## src/design/lrlm_pkg.sv

```systemverilog
// Shared types and constants of the loop rate load monitor.
package lrlm_pkg;

	localparam int unsigned CFG_IDX_BITS = 1;
	localparam int unsigned CFG_DATA_BITS = 16;
	localparam logic [CFG_IDX_BITS-1:0] CFG_DEADLINE = 1'd0;
	localparam logic [CFG_IDX_BITS-1:0] CFG_INTERVAL = 1'd1;
	localparam logic [CFG_DATA_BITS-1:0] INTERVAL_RESET = 16'd1000;
	localparam logic [31:0] US_PER_MS = 32'd1000;
	localparam int unsigned QUEUE_DEPTH = 2;
	localparam int unsigned QUO_BITS = 7;

	typedef struct packed {
		logic        opcode;
		logic [31:0] now_us;
		logic [31:0] now_ms;
	} in_item_t;

	typedef struct packed {
		logic [31:0] best_count;
		logic [31:0] worst_count;
		logic [31:0] recent_count;
		logic        window_valid;
		logic        window_closed;
		logic [6:0]  load_percent;
		logic [31:0] worst_delay_us;
		logic [31:0] gap_min_us;
		logic [31:0] gap_max_us;
		logic [31:0] deadlines_missed;
	} out_item_t;

	typedef enum logic {
		OP_EVENT = 1'b0,
		OP_CLEAR = 1'b1
	} op_t;

	typedef struct packed {
		logic        is_clear;
		logic [31:0] us;
		logic [31:0] ms;
	} cmd_t;

	typedef struct packed {
		logic we;
		logic [CFG_IDX_BITS-1:0] idx;
		logic [CFG_DATA_BITS-1:0] wdata;
	} cfg_wr_t;

	typedef enum logic [2:0] {
		S_IDLE,
		S_UPD,
		S_MUL,
		S_DIV,
		S_OUT
	} back_state_t;

endpackage

```

## src/design/lrlm_front.sv

```systemverilog
// Input stage: takes items and classifies them into commands for the queue.
module lrlm_front (
	input  logic               clk,
	input  logic               arst_n,
	input  logic               push,
	output logic               full,
	input  lrlm_pkg::in_item_t item,
	output logic               cmd_valid,
	output lrlm_pkg::cmd_t     cmd,
	input  logic               cmd_full
);

	logic           valid_s1;
	lrlm_pkg::cmd_t cmd_s1;
	logic           take;

	assign full      = valid_s1 && cmd_full;
	assign take      = push && !full;
	assign cmd_valid = valid_s1;
	assign cmd       = cmd_s1;

	always_ff @(posedge clk or negedge arst_n) begin
		if (!arst_n) begin
			valid_s1 <= 1'b0;
		end else if (take) begin
			valid_s1 <= 1'b1;
		end else if (!cmd_full) begin
			valid_s1 <= 1'b0;
		end
	end

	always_ff @(posedge clk) begin
		if (take) begin
			cmd_s1.is_clear <= (lrlm_pkg::op_t'(item.opcode) == lrlm_pkg::OP_CLEAR);
			cmd_s1.us       <= item.now_us;
			cmd_s1.ms       <= item.now_ms;
		end
	end

endmodule

```

## src/design/lrlm_queue.sv

```systemverilog
// Short command queue between the front and back parts.
module lrlm_queue (
	input  logic           clk,
	input  logic           arst_n,
	input  logic           wr_valid,
	input  lrlm_pkg::cmd_t wr_cmd,
	output logic           q_full,
	input  logic           rd_pop,
	output logic           q_empty,
	output lrlm_pkg::cmd_t rd_cmd
);

	localparam int unsigned PTR_BITS = $clog2(lrlm_pkg::QUEUE_DEPTH);
	localparam int unsigned CNT_BITS = $clog2(lrlm_pkg::QUEUE_DEPTH + 1);
	localparam logic [CNT_BITS-1:0] DEPTH_CNT = CNT_BITS'(lrlm_pkg::QUEUE_DEPTH);
	localparam logic [PTR_BITS-1:0] LAST_PTR = PTR_BITS'(lrlm_pkg::QUEUE_DEPTH - 1);

	lrlm_pkg::cmd_t        mem_q [lrlm_pkg::QUEUE_DEPTH];
	logic [PTR_BITS-1:0]   wr_ptr_q;
	logic [PTR_BITS-1:0]   rd_ptr_q;
	logic [CNT_BITS-1:0]   cnt_q;
	logic                  do_wr;
	logic                  do_rd;

	assign q_full  = (cnt_q == DEPTH_CNT);
	assign q_empty = (cnt_q == '0);
	assign do_wr   = wr_valid && !q_full;
	assign do_rd   = rd_pop && !q_empty;
	assign rd_cmd  = mem_q[rd_ptr_q];

	always_ff @(posedge clk or negedge arst_n) begin
		if (!arst_n) begin
			wr_ptr_q <= '0;
			rd_ptr_q <= '0;
			cnt_q    <= '0;
		end else begin
			if (do_wr) begin
				wr_ptr_q <= (wr_ptr_q == LAST_PTR) ? '0 : wr_ptr_q + 1'b1;
			end
			if (do_rd) begin
				rd_ptr_q <= (rd_ptr_q == LAST_PTR) ? '0 : rd_ptr_q + 1'b1;
			end
			if (do_wr && !do_rd) begin
				cnt_q <= cnt_q + 1'b1;
			end else if (do_rd && !do_wr) begin
				cnt_q <= cnt_q - 1'b1;
			end
		end
	end

	always_ff @(posedge clk) begin
		if (do_wr) begin
			mem_q[wr_ptr_q] <= wr_cmd;
		end
	end

endmodule

```

## src/design/lrlm_back.sv

```systemverilog
// Statistics engine: gap and window tracking, serial load divide, result register.
module lrlm_back #(
	parameter int unsigned COUNT_BITS = 32
) (
	input  logic                clk,
	input  logic                arst_n,
	input  lrlm_pkg::cfg_wr_t   cfg,
	input  logic                q_empty,
	input  lrlm_pkg::cmd_t      q_cmd,
	output logic                q_pop,
	output logic                empty,
	input  logic                pop,
	output lrlm_pkg::out_item_t result
);

	localparam int unsigned NUM_BITS = COUNT_BITS + lrlm_pkg::QUO_BITS;
	localparam logic [COUNT_BITS-1:0] COUNT_MAX = '1;
	localparam logic [2:0] LAST_STEP = 3'(lrlm_pkg::QUO_BITS - 1);

	lrlm_pkg::back_state_t state_q, state_d;

	logic [31:0] deadline_us_q;
	logic        deadline_en_q;
	logic [15:0] interval_q;

	logic [COUNT_BITS-1:0] count_q, best_q, worst_q, recent_q;
	logic                  valid_q;
	logic [6:0]            percent_q;
	logic [31:0]           win_start_q, last_us_q;
	logic                  first_q;
	logic [31:0]           worst_delay_q, gap_min_q, gap_max_q, missed_q;

	logic [31:0] cur_us_q, cur_ms_q, gap_q, elapsed_q;
	logic        closed_q;
	logic [NUM_BITS-1:0] num_q, dvs_q;
	logic [5:0]  quo_q;
	logic [2:0]  step_q;

	logic                  out_valid_q;
	lrlm_pkg::out_item_t   out_q;

	logic                  closing;
	logic [COUNT_BITS-1:0] count_inc;
	logic [COUNT_BITS-1:0] diff;
	logic                  ge;
	logic                  out_free;

	assign closing   = (elapsed_q > {16'd0, interval_q});
	assign count_inc = (count_q != COUNT_MAX) ? count_q + 1'b1 : count_q;
	assign diff      = best_q - recent_q;
	assign ge        = (num_q >= dvs_q);
	assign out_free  = !out_valid_q || pop;
	assign empty     = !out_valid_q;
	assign result    = out_q;

	always_ff @(posedge clk or negedge arst_n) begin
		if (!arst_n) begin
			state_q <= lrlm_pkg::S_IDLE;
		end else begin
			state_q <= state_d;
		end
	end

	always_comb begin
		state_d = state_q;
		q_pop   = 1'b0;
		case (state_q)
			lrlm_pkg::S_IDLE: begin
				if (!q_empty) begin
					q_pop   = 1'b1;
					state_d = q_cmd.is_clear ? lrlm_pkg::S_OUT : lrlm_pkg::S_UPD;
				end
			end
			lrlm_pkg::S_UPD: state_d = closing ? lrlm_pkg::S_MUL : lrlm_pkg::S_OUT;
			lrlm_pkg::S_MUL: state_d = lrlm_pkg::S_DIV;
			lrlm_pkg::S_DIV: begin
				if (step_q == '0) begin
					state_d = lrlm_pkg::S_OUT;
				end
			end
			lrlm_pkg::S_OUT: begin
				if (out_free) begin
					state_d = lrlm_pkg::S_IDLE;
				end
			end
			default: state_d = lrlm_pkg::S_IDLE;
		endcase
	end

	always_ff @(posedge clk or negedge arst_n) begin
		if (!arst_n) begin
			deadline_us_q <= '0;
			deadline_en_q <= 1'b0;
			interval_q    <= lrlm_pkg::INTERVAL_RESET;
		end else if (cfg.we) begin
			case (cfg.idx)
				lrlm_pkg::CFG_DEADLINE: begin
					deadline_us_q <= 32'(cfg.wdata) * lrlm_pkg::US_PER_MS;
					deadline_en_q <= (cfg.wdata != '0);
				end
				lrlm_pkg::CFG_INTERVAL: interval_q <= cfg.wdata;
				default: ;
			endcase
		end
	end

	always_ff @(posedge clk or negedge arst_n) begin
		if (!arst_n) begin
			out_valid_q <= 1'b0;
		end else if (state_q == lrlm_pkg::S_OUT && out_free) begin
			out_valid_q <= 1'b1;
		end else if (pop) begin
			out_valid_q <= 1'b0;
		end
	end

	always_ff @(posedge clk or negedge arst_n) begin
		if (!arst_n) begin
			count_q       <= '0;
			best_q        <= '0;
			worst_q       <= '1;
			recent_q      <= '0;
			valid_q       <= 1'b0;
			percent_q     <= '0;
			win_start_q   <= '0;
			last_us_q     <= '0;
			first_q       <= 1'b1;
			worst_delay_q <= '0;
			gap_min_q     <= '1;
			gap_max_q     <= '0;
			missed_q      <= '0;
			closed_q      <= 1'b0;
		end else begin
			case (state_q)
				lrlm_pkg::S_IDLE: begin
					if (!q_empty && q_cmd.is_clear) begin
						count_q     <= '0;
						best_q      <= '0;
						worst_q     <= '1;
						recent_q    <= '0;
						valid_q     <= 1'b0;
						percent_q   <= '0;
						win_start_q <= q_cmd.ms;
						last_us_q   <= q_cmd.us;
						first_q     <= 1'b1;
						gap_min_q   <= '1;
						gap_max_q   <= '0;
						missed_q    <= '0;
						closed_q    <= 1'b0;
					end
				end
				lrlm_pkg::S_UPD: begin
					if (!first_q) begin
						if (gap_q > worst_delay_q) worst_delay_q <= gap_q;
						if (gap_q < gap_min_q) gap_min_q <= gap_q;
						if (gap_q > gap_max_q) gap_max_q <= gap_q;
						if (deadline_en_q && gap_q > deadline_us_q && missed_q != '1) begin
							missed_q <= missed_q + 1'b1;
						end
					end
					if (closing) begin
						recent_q    <= count_inc;
						count_q     <= '0;
						if (count_inc > best_q) best_q <= count_inc;
						if (count_inc < worst_q) worst_q <= count_inc;
						valid_q     <= 1'b1;
						win_start_q <= cur_ms_q;
					end else begin
						count_q <= count_inc;
					end
					last_us_q <= cur_us_q;
					first_q   <= 1'b0;
					closed_q  <= closing;
				end
				lrlm_pkg::S_DIV: begin
					if (step_q == '0) begin
						percent_q <= (best_q == '0) ? '0 : {quo_q, ge};
					end
				end
				default: ;
			endcase
		end
	end

	always_ff @(posedge clk) begin
		case (state_q)
			lrlm_pkg::S_IDLE: begin
				cur_us_q  <= q_cmd.us;
				cur_ms_q  <= q_cmd.ms;
				gap_q     <= q_cmd.us - last_us_q;
				elapsed_q <= q_cmd.ms - win_start_q;
			end
			lrlm_pkg::S_MUL: begin
				num_q  <= (NUM_BITS'(diff) << 6) + (NUM_BITS'(diff) << 5)
					+ (NUM_BITS'(diff) << 2);
				dvs_q  <= NUM_BITS'(best_q) << LAST_STEP;
				quo_q  <= '0;
				step_q <= LAST_STEP;
			end
			lrlm_pkg::S_DIV: begin
				if (ge) begin
					num_q <= num_q - dvs_q;
				end
				quo_q  <= {quo_q[4:0], ge};
				dvs_q  <= dvs_q >> 1;
				step_q <= step_q - 1'b1;
			end
			lrlm_pkg::S_OUT: begin
				if (out_free) begin
					out_q.best_count       <= 32'(best_q);
					out_q.worst_count      <= 32'(worst_q);
					out_q.recent_count     <= 32'(recent_q);
					out_q.window_valid     <= valid_q;
					out_q.window_closed    <= closed_q;
					out_q.load_percent     <= percent_q;
					out_q.worst_delay_us   <= worst_delay_q;
					out_q.gap_min_us       <= gap_min_q;
					out_q.gap_max_us       <= gap_max_q;
					out_q.deadlines_missed <= missed_q;
				end
			end
			default: ;
		endcase
	end

`ifndef SYNTHESIS
	a_percent_range: assert property (@(posedge clk) disable iff (!arst_n)
		percent_q <= 7'd100)
		else $error("load percent above 100");
	a_recent_le_best: assert property (@(posedge clk) disable iff (!arst_n)
		valid_q |-> recent_q <= best_q)
		else $error("recent count above best count");
	a_gap_max_le_worst: assert property (@(posedge clk) disable iff (!arst_n)
		gap_max_q <= worst_delay_q)
		else $error("gap maximum above worst delay");
	a_gap_min_le_max: assert property (@(posedge clk) disable iff (!arst_n)
		gap_min_q != '1 |-> gap_min_q <= gap_max_q)
		else $error("gap minimum above gap maximum");
`endif

endmodule

```

## src/design/loop_rate_load_monitor.sv

```systemverilog
// Top level of the loop rate load monitor.
// Usage: loop events and clear commands enter through a queue-style port:
// an item transfers on a clock edge with push high and full low. Results
// leave the same way: the oldest result is on result while empty is low,
// and it transfers on an edge with pop high. Every item yields one result.
// Registers are written through cfg_we / cfg_idx / cfg_wdata with no wait;
// write them only while no item is in flight.
// From input transfer to result, a clear passes the front register, the
// queue, S_IDLE and S_OUT; an event adds S_UPD, and one that closes a
// window adds S_MUL and a restoring divide of 7 steps in S_DIV, one
// quotient bit a cycle. A new command is popped only after S_OUT.
// The front stage and a two-entry command queue keep taking items while
// the statistics engine works or a result waits to be popped; a stalled
// receiver backs up through the queue until full rises.
// Reset clears all statistics, sets the interval to 1000 ms and the
// deadline to off.
module loop_rate_load_monitor #(
	parameter int unsigned COUNT_BITS = 32
) (
	input  logic                                       clk,
	input  logic                                       arst_n,
	input  logic                                       push,
	output logic                                       full,
	input  lrlm_pkg::in_item_t                         item,
	output logic                                       empty,
	input  logic                                       pop,
	output lrlm_pkg::out_item_t                        result,
	input  logic                                       cfg_we,
	input  logic [lrlm_pkg::CFG_IDX_BITS-1:0]          cfg_idx,
	input  logic [lrlm_pkg::CFG_DATA_BITS-1:0]         cfg_wdata
);

	logic              cmd_valid;
	lrlm_pkg::cmd_t    cmd;
	logic              cmd_full;
	logic              q_empty;
	logic              q_pop;
	lrlm_pkg::cmd_t    q_cmd;
	lrlm_pkg::cfg_wr_t cfg;

	assign cfg.we    = cfg_we;
	assign cfg.idx   = cfg_idx;
	assign cfg.wdata = cfg_wdata;

	lrlm_front u_front (
		.clk       (clk),
		.arst_n    (arst_n),
		.push      (push),
		.full      (full),
		.item      (item),
		.cmd_valid (cmd_valid),
		.cmd       (cmd),
		.cmd_full  (cmd_full)
	);

	lrlm_queue u_queue (
		.clk      (clk),
		.arst_n   (arst_n),
		.wr_valid (cmd_valid),
		.wr_cmd   (cmd),
		.q_full   (cmd_full),
		.rd_pop   (q_pop),
		.q_empty  (q_empty),
		.rd_cmd   (q_cmd)
	);

	lrlm_back #(
		.COUNT_BITS (COUNT_BITS)
	) u_back (
		.clk     (clk),
		.arst_n  (arst_n),
		.cfg     (cfg),
		.q_empty (q_empty),
		.q_cmd   (q_cmd),
		.q_pop   (q_pop),
		.empty   (empty),
		.pop     (pop),
		.result  (result)
	);

endmodule
```

## config.mk

```make
export PLATFORM = sky130hd
export DESIGN_NAME = loop_rate_load_monitor
export DESIGN_NICKNAME = d
export VERILOG_FILES = /design/src/design/lrlm_pkg.sv /design/src/design/lrlm_front.sv /design/src/design/lrlm_queue.sv /design/src/design/lrlm_back.sv /design/src/design/loop_rate_load_monitor.sv
export SDC_FILE = /design/constraint.sdc
export NUM_CORES = 2
export LEC_CHECK = 0
export BUFFER_PORTS_ARGS = -buffer_cell sky130_fd_sc_hd__buf_2
export CAP_MARGIN = 10
export CORE_MARGIN = 2
export CORE_UTILIZATION = 67
export DETAILED_ROUTE_END_ITERATION = 10
export GPL_TIMING_DRIVEN = 0
export PLACE_DENSITY = 0.87
export SLEW_MARGIN = 20
export SYNTH_ARGS = -nofsm -noshare
export SYNTH_HDL_FRONTEND = slang
export SYNTH_HIERARCHICAL = 1
export SYNTH_SLANG_ARGS = --single-unit
```

## constraint.sdc

```tcl
create_clock -name clk -period 30.3 [get_ports clk]
set_input_delay 4.545 -clock clk [delete_from_list [all_inputs] [get_ports clk]]
set_output_delay 4.545 -clock clk [all_outputs]
set_load 0.02 [all_outputs]
```

* Word level (Yosys, flattened, before mapping)
Memories as Yosys holds them, arrays and structs flattened. Index checks and enable logic that the tools add are counted.
Cells by class: magnitude comparators 8, equality and inequality tests 20, add/sub/neg operators 13, reductions and logical operators 41, multiply operators 1, bitwise operators 2, mux-type cells 60
Operators by type and width (number):
- 2-to-1 mux 32 bit | 18
- case mux 32 bit (2 select lines) | 9
- case mux 39 bit (2 select lines) | 2
- > comparator 32 bit | 3
- subtractor 32 bit | 3
- adder 32 x 1 -> 32 bit, second input constant | 2
- < comparator 32 bit | 2
- inequality test 32 bit, second input constant | 2
- adder 38 x 37 -> 39 bit | 1
- adder 39 x 34 -> 39 bit | 1
- greater-or-equal comparator 39 bit | 1
- 2-to-1 mux 39 bit | 1
- subtractor 39 bit | 1
- > comparator 32 x 16 -> 1 bit | 1
- > comparator 32 x 26 -> 1 bit | 1
- zero test 32 bit | 1
- multiplier 16 x 7 -> 23 bit, second input constant | 1
- 2-to-1 mux 7 bit | 3
- inequality test 2 x 1 -> 1 bit, second input constant | 10
- AND reduction 4 bit | 5
- nonzero test 16 bit | 1
- 2-to-1 mux 3 bit | 5
- case mux 3 bit (5 select lines) | 1
- case mux 7 bit (2 select lines) | 1
- other kinds (23) | 69
Storage, ports and cells: bits of input ports 87, memories kept 1, RAM bits 130, output and inout bits 235, register bits after elaboration 892, logic and storage cells 190
Memories:
- u_queue.mem_q | depth 2, bits a word 65, read ports 1, clocked after Yosys merged registers in 0, write ports 1, RTL line lrlm_queue.sv:18 | lrlm_pkg::cmd_t mem_q [lrlm_pkg::QUEUE_DEPTH];

* Depth between registers and ports, before layout
depth in word-level cells 7, depth in mapped cells 26, gate-level depth less buffers 26

* By module
Netlist, hierarchy kept.
Modules (own cells, without submodules):
- lrlm_back | area an instance 47262.8 µm², seq. area each 22870.7 µm², cells an instance 4456, times used 1
- lrlm_queue | area an instance 5048.6 µm², seq. area each 4003.8 µm², cells an instance 221, times used 1
- lrlm_front | area an instance 2001.9 µm², seq. area each 1976.9 µm², cells an instance 69, times used 1

* Worst setup path before layout
OpenSTA, ideal clock, no wires.
path kind register to register, start reg u_back.state_q[1], end reg u_back.worst_q[11], library setup time 82 ps, cell stages (with the launch flop) 9, data required time 30218 ps, buffers on the path 2, arrival 12093 ps, clock period less this slack 12176 ps, setup slack 18124 ps, path through dfrtp_1 clkbuf_1 nor3_1 nand3b_1 o21ai_1 nand4_1 a31oi_4 buf_6 mux2_2
Between the ends: word-level cells in the longest chain between the ends 3
RTL lines:
- start, declared | RTL line lrlm_back.sv:20 | lrlm_pkg::back_state_t state_q, state_d;
- start signal, assigned | RTL line lrlm_back.sv:58 | state_q <= lrlm_pkg::S_IDLE;
- start signal, assigned | RTL line lrlm_back.sv:60 | state_q <= state_d;
- equality test 3 x 1 -> 1 bit or zero test 3 bit (tied branches) | RTL line lrlm_back.sv:134 | case (state_q)
- inequality test 2 x 1 -> 1 bit (no line) or nonzero test 2 bit (tied branches)
- AND reduction 4 bit (no line)
- end signal, assigned | RTL line lrlm_back.sv:165 | if (count_inc < worst_q) worst_q <= count_inc;
- end, declared | RTL line lrlm_back.sv:26 | logic [COUNT_BITS-1:0] count_q, best_q, worst_q, recent_q;
Parallel ways exist; a longest one is shown, timed or not. A chain may end at the register's enable or synchronous reset.

* Worst setup path in the final report
start in cfg_wdata[5] (netlist name), end reg u_back.deadline_us_q[24]
Between the ends: word-level cells in the longest chain between the ends 1
RTL lines:
- start, declared | RTL line loop_rate_load_monitor.sv:30 | input logic [lrlm_pkg::CFG_DATA_BITS-1:0] cfg_wdata
- multiplier 16 x 7 -> 23 bit | RTL line lrlm_back.sv:98 | deadline_us_q <= 32'(cfg.wdata) * lrlm_pkg::US_PER_MS;
- end signal, assigned | RTL line lrlm_back.sv:98
- end, declared | RTL line lrlm_back.sv:22 | logic [31:0] deadline_us_q;
No other way between the ends.

==> flow_summary.toml <==
[setup_path]
path_delay_family = "adder cells"
cp.required_ns = 30.83
reg2reg_to = "u_back/num_q[38]$_DFFE_PP_"
setup.worst_path.end_class = "flip-flop"
cpPeakStageDelay_ns = 0.51
criticalPathCategory = "primary input to flip-flop"
r2r_cells = 25
cp_cell_sequence = "buf_2 > inv_1 > fa_1 > fa_1 > inv_1 > fa_1 > inv_1 > fa_1 > inv_1 > ha_1 > a2111oi_0 > o21ai_0 > a41o_1 > a41oi_1 > a21oi_1 > or4_1 > a31oi_1 > xor2_1 > o21ai_1"
path_max_fanout = 6
cp.arrival_ns = 10.05
regToRegSetupSlack_ns = 23.72
crit_path_start_kind = "primary input"
regToRegStartpoint = "u_back/best_q[0]$_DFFE_PN0P_"
slowest_stage = "fa_1"
crit_buf_inv = 5

[synth]
synth_edf_count = 642
ys_ff_latch = 1021
syn_inst = 4746
netlist_area_um2 = 54300
synth_ff_type = "edfxtp_1"
syn_avg_cell_area_um2 = 11.4
synth_async_sr_flop_share_pct = 37.1
ys_seq_area_share_pct = 53.1
syn_nets = 5350
synth_cell_types = 99
yosysWarnings = 6

[hold_path]
whs_endpoint = "u_queue/mem_q[1][20]$_DFFE_PP_"
whs_path_depth = 0
hold_class = "flip-flop to flip-flop"
hold_path.startpoint = "u_front/cmd[20]$_DFFE_PP_"

[sta]
max_slew_margin_pct = 13.2
min_period_ns = 9.52
hold_viol = 0
finalCritPeriodShare_pct = 31.4
fin_ws_ns = 20.78
worst_pin_slew_ns = 1.30
maxSlewViolCount = 0
tns_ns = 0
skew_ns = 0.0438
rsz0062_at_grt = "no"
max_freq_mhz = 105
setup_violations = 0
hold_ws_ns = 0.439

[cells_and_area]
layout_commonest_cell = "edfxtp_1"
drive_gt1_share_pct = 14.6
layout.nets = 5809
area_growth_syn_to_layout_pct = 13.7
fin_util_pct = 76.8
final_cell_mix = "642 x edfxtp_1, 530 x inv_1, 450 x ha_1, 443 x nand2_1, 331 x buf_2"
nFillCells = 4758
finalNonFillerCells = 6356

[clock_tree]
cts-root-buf = "clkbuf_16"
ctsHoldBuffers = 0
numCtsBuffers = 102
clkTransAtPathRegs_ns = 0.06
cts_tree = "done"
cts_num_sinks = 1021
post_cts_buffers = 0
clock_path_buffers = 3
ctsResizeCount = 0
clk_latency_ns = 0.69
htreeDepth = 3

[global_route]
overflow = 0
grt_start_max_net_pins = 91
grt_pass1_wl_mm = 223
track_usage_pct = 34.9
antenna_found_initial = 13
grt_pass1_vias = 40200

[power_and_ir_drop]
vdd_ir_drop_max_mv = 0.0803
clkPwrFrac_pct = 20.7
seq_power_share_pct = 32.5
power.density_nw_per_um2 = 111
internal_power_uw = 4130
leakage_uw = 0.0280
switching_share_pct = 39.7
p_comb_share_pct = 46.8
p_sw_uw = 2720

[status]
status = "complete, no violations"

[run]
maxCapViolCount = 0

[detailed_routing]
drt_iter0_drc = 4632
num_vias = 40200
wl_per_cell_um = 23.0
wirelength_mm = 146
firstDrtPassIters = 9
via_per_inst = 6.33
remaining_drc_errors = 0
drtAntennaViolNets = 0

[placement]
portBuffers = 321
gp_congestion = 0.942
hpwlAfterDp_mm = 105
dp_slack_ns = 20.20
place_inst = 6161

[floorplan]
die_h_um = 289
die_x_um = 289
core-area_um2 = 80400
die-area_um2 = 83400
ios = 322
num_rows = 104
start_util_pct = 67.5
-- sequential cells by signal (all words and copies together) (netlist names), 38 cells and up --
| signal | flops |
|---|---|
| u_back/result | 233 |
| u_queue/mem_q | 130 |
| u_front/cmd | 65 |
| u_back/num_q | 39 |
| u_back/dvs_q | 38 |
-- per-layer routing --
metal | wire length (um) | vias to the layer above | GRT usage (%)
li1 | - | 17800 | -
met1 | 54700 | 19500 | 45.8
met2 | 68100 | 2432 | 56.2
met3 | 15300 | 511 | 6.78
met4 | 7670 | 10 | 16.7
met5 | 66 | - | 0
-- power by group through the flow --
stage	logic [uW]	registers, uW	clock network, uW
3_3_place_gp	2840	2250	0
4_1_cts	3140	2220	1430
5_1_grt	3500	2250	1480
2_1_floorplan	2270	2170	0
3_5_place_dp	3040	2240	0
6_report	3210	2230	1420
-- cells in the mapped netlist (all sizes together) (57+ instances only) --
| cell type | n | area, um2 |
|---|---|---|
| edfxtp | 642 | 19300 |
| inv | 530 | 1990 |
| ha | 450 | 5630 |
| nand2 | 443 | 1660 |
| dfrtp | 308 | 7710 |
| nor2 | 283 | 1060 |
| o21ai | 257 | 1290 |
| a21oi | 208 | 1040 |
| xnor2 | 143 | 1290 |
| a21o | 136 | 1020 |
| mux2 | 103 | 1310 |
| clkbuf | 100 | 375 |
| mux2i | 99 | 991 |
| a31oi | 86 | 553 |
| xor2 | 82 | 718 |
| dfstp | 71 | 1870 |
| nand3 | 70 | 380 |
| fa | 67 | 1340 |
| nand4 | 67 | 419 |
| nor3 | 57 | 302 |
-- worst max-delay path by stage --
stage | from | endpoint | cells after the start
2_1_floorplan | u_back/state_q[1]$_DFFE_PN0P_ | u_back/worst_q[11]$_DFFE_PN1P_ | 8
3_3_place_gp | u_back/state_q[1]$_DFFE_PN0P_ | u_back/recent_q[4]$_DFFE_PN0P_ | 7
3_5_place_dp | cfg_wdata[5] | u_back/deadline_us_q[24]$_DFFE_PN0P_ | 19
4_1_cts | cfg_wdata[5] | u_back/deadline_us_q[24]$_DFFE_PN0P_ | 19
5_1_grt | cfg_wdata[5] | u_back/deadline_us_q[24]$_DFFE_PN0P_ | 19
6_report | cfg_wdata[5] | u_back/deadline_us_q[24]$_DFFE_PN0P_ | 19
-- cell type report --
class,instances,area (um2),share of cell area (%)
sequential,1021,28900,46.7
multi-input combinational,3060,22900,37.1
clock buffer,128,2820,4.57
timing repair buffer,355,2260,3.65
inverter,530,1990,3.22
tap,1060,1330,2.15
clock inverter,64,1000,1.62
buffer,135,597,0.966
antenna,3,7.51,0.0122
-- through the flow --
step | power, uW | area, um2
after floorplan | 4440 | 54300
after global placement | 5100 | 57200
after detailed placement | 5280 | 57900
after CTS | 6780 | 61800
after global routing | 7230 | 61800
final | 6860 | 61800
-- cells by family (layout without fill, tap and decap cells) --
family,after synthesis,count (layout),synth area share [%]
simple gates,1143,1143,9.82
flops,1021,1021,53.1
compound gates,973,973,11.5
buf+inv,665,1212,4.75
fa+ha+maj,517,517,12.8
xor+xnor,225,225,3.70
mux,202,202,4.24
other cells,0,3,0
Note: power is estimated with default switching activity, not from simulation.
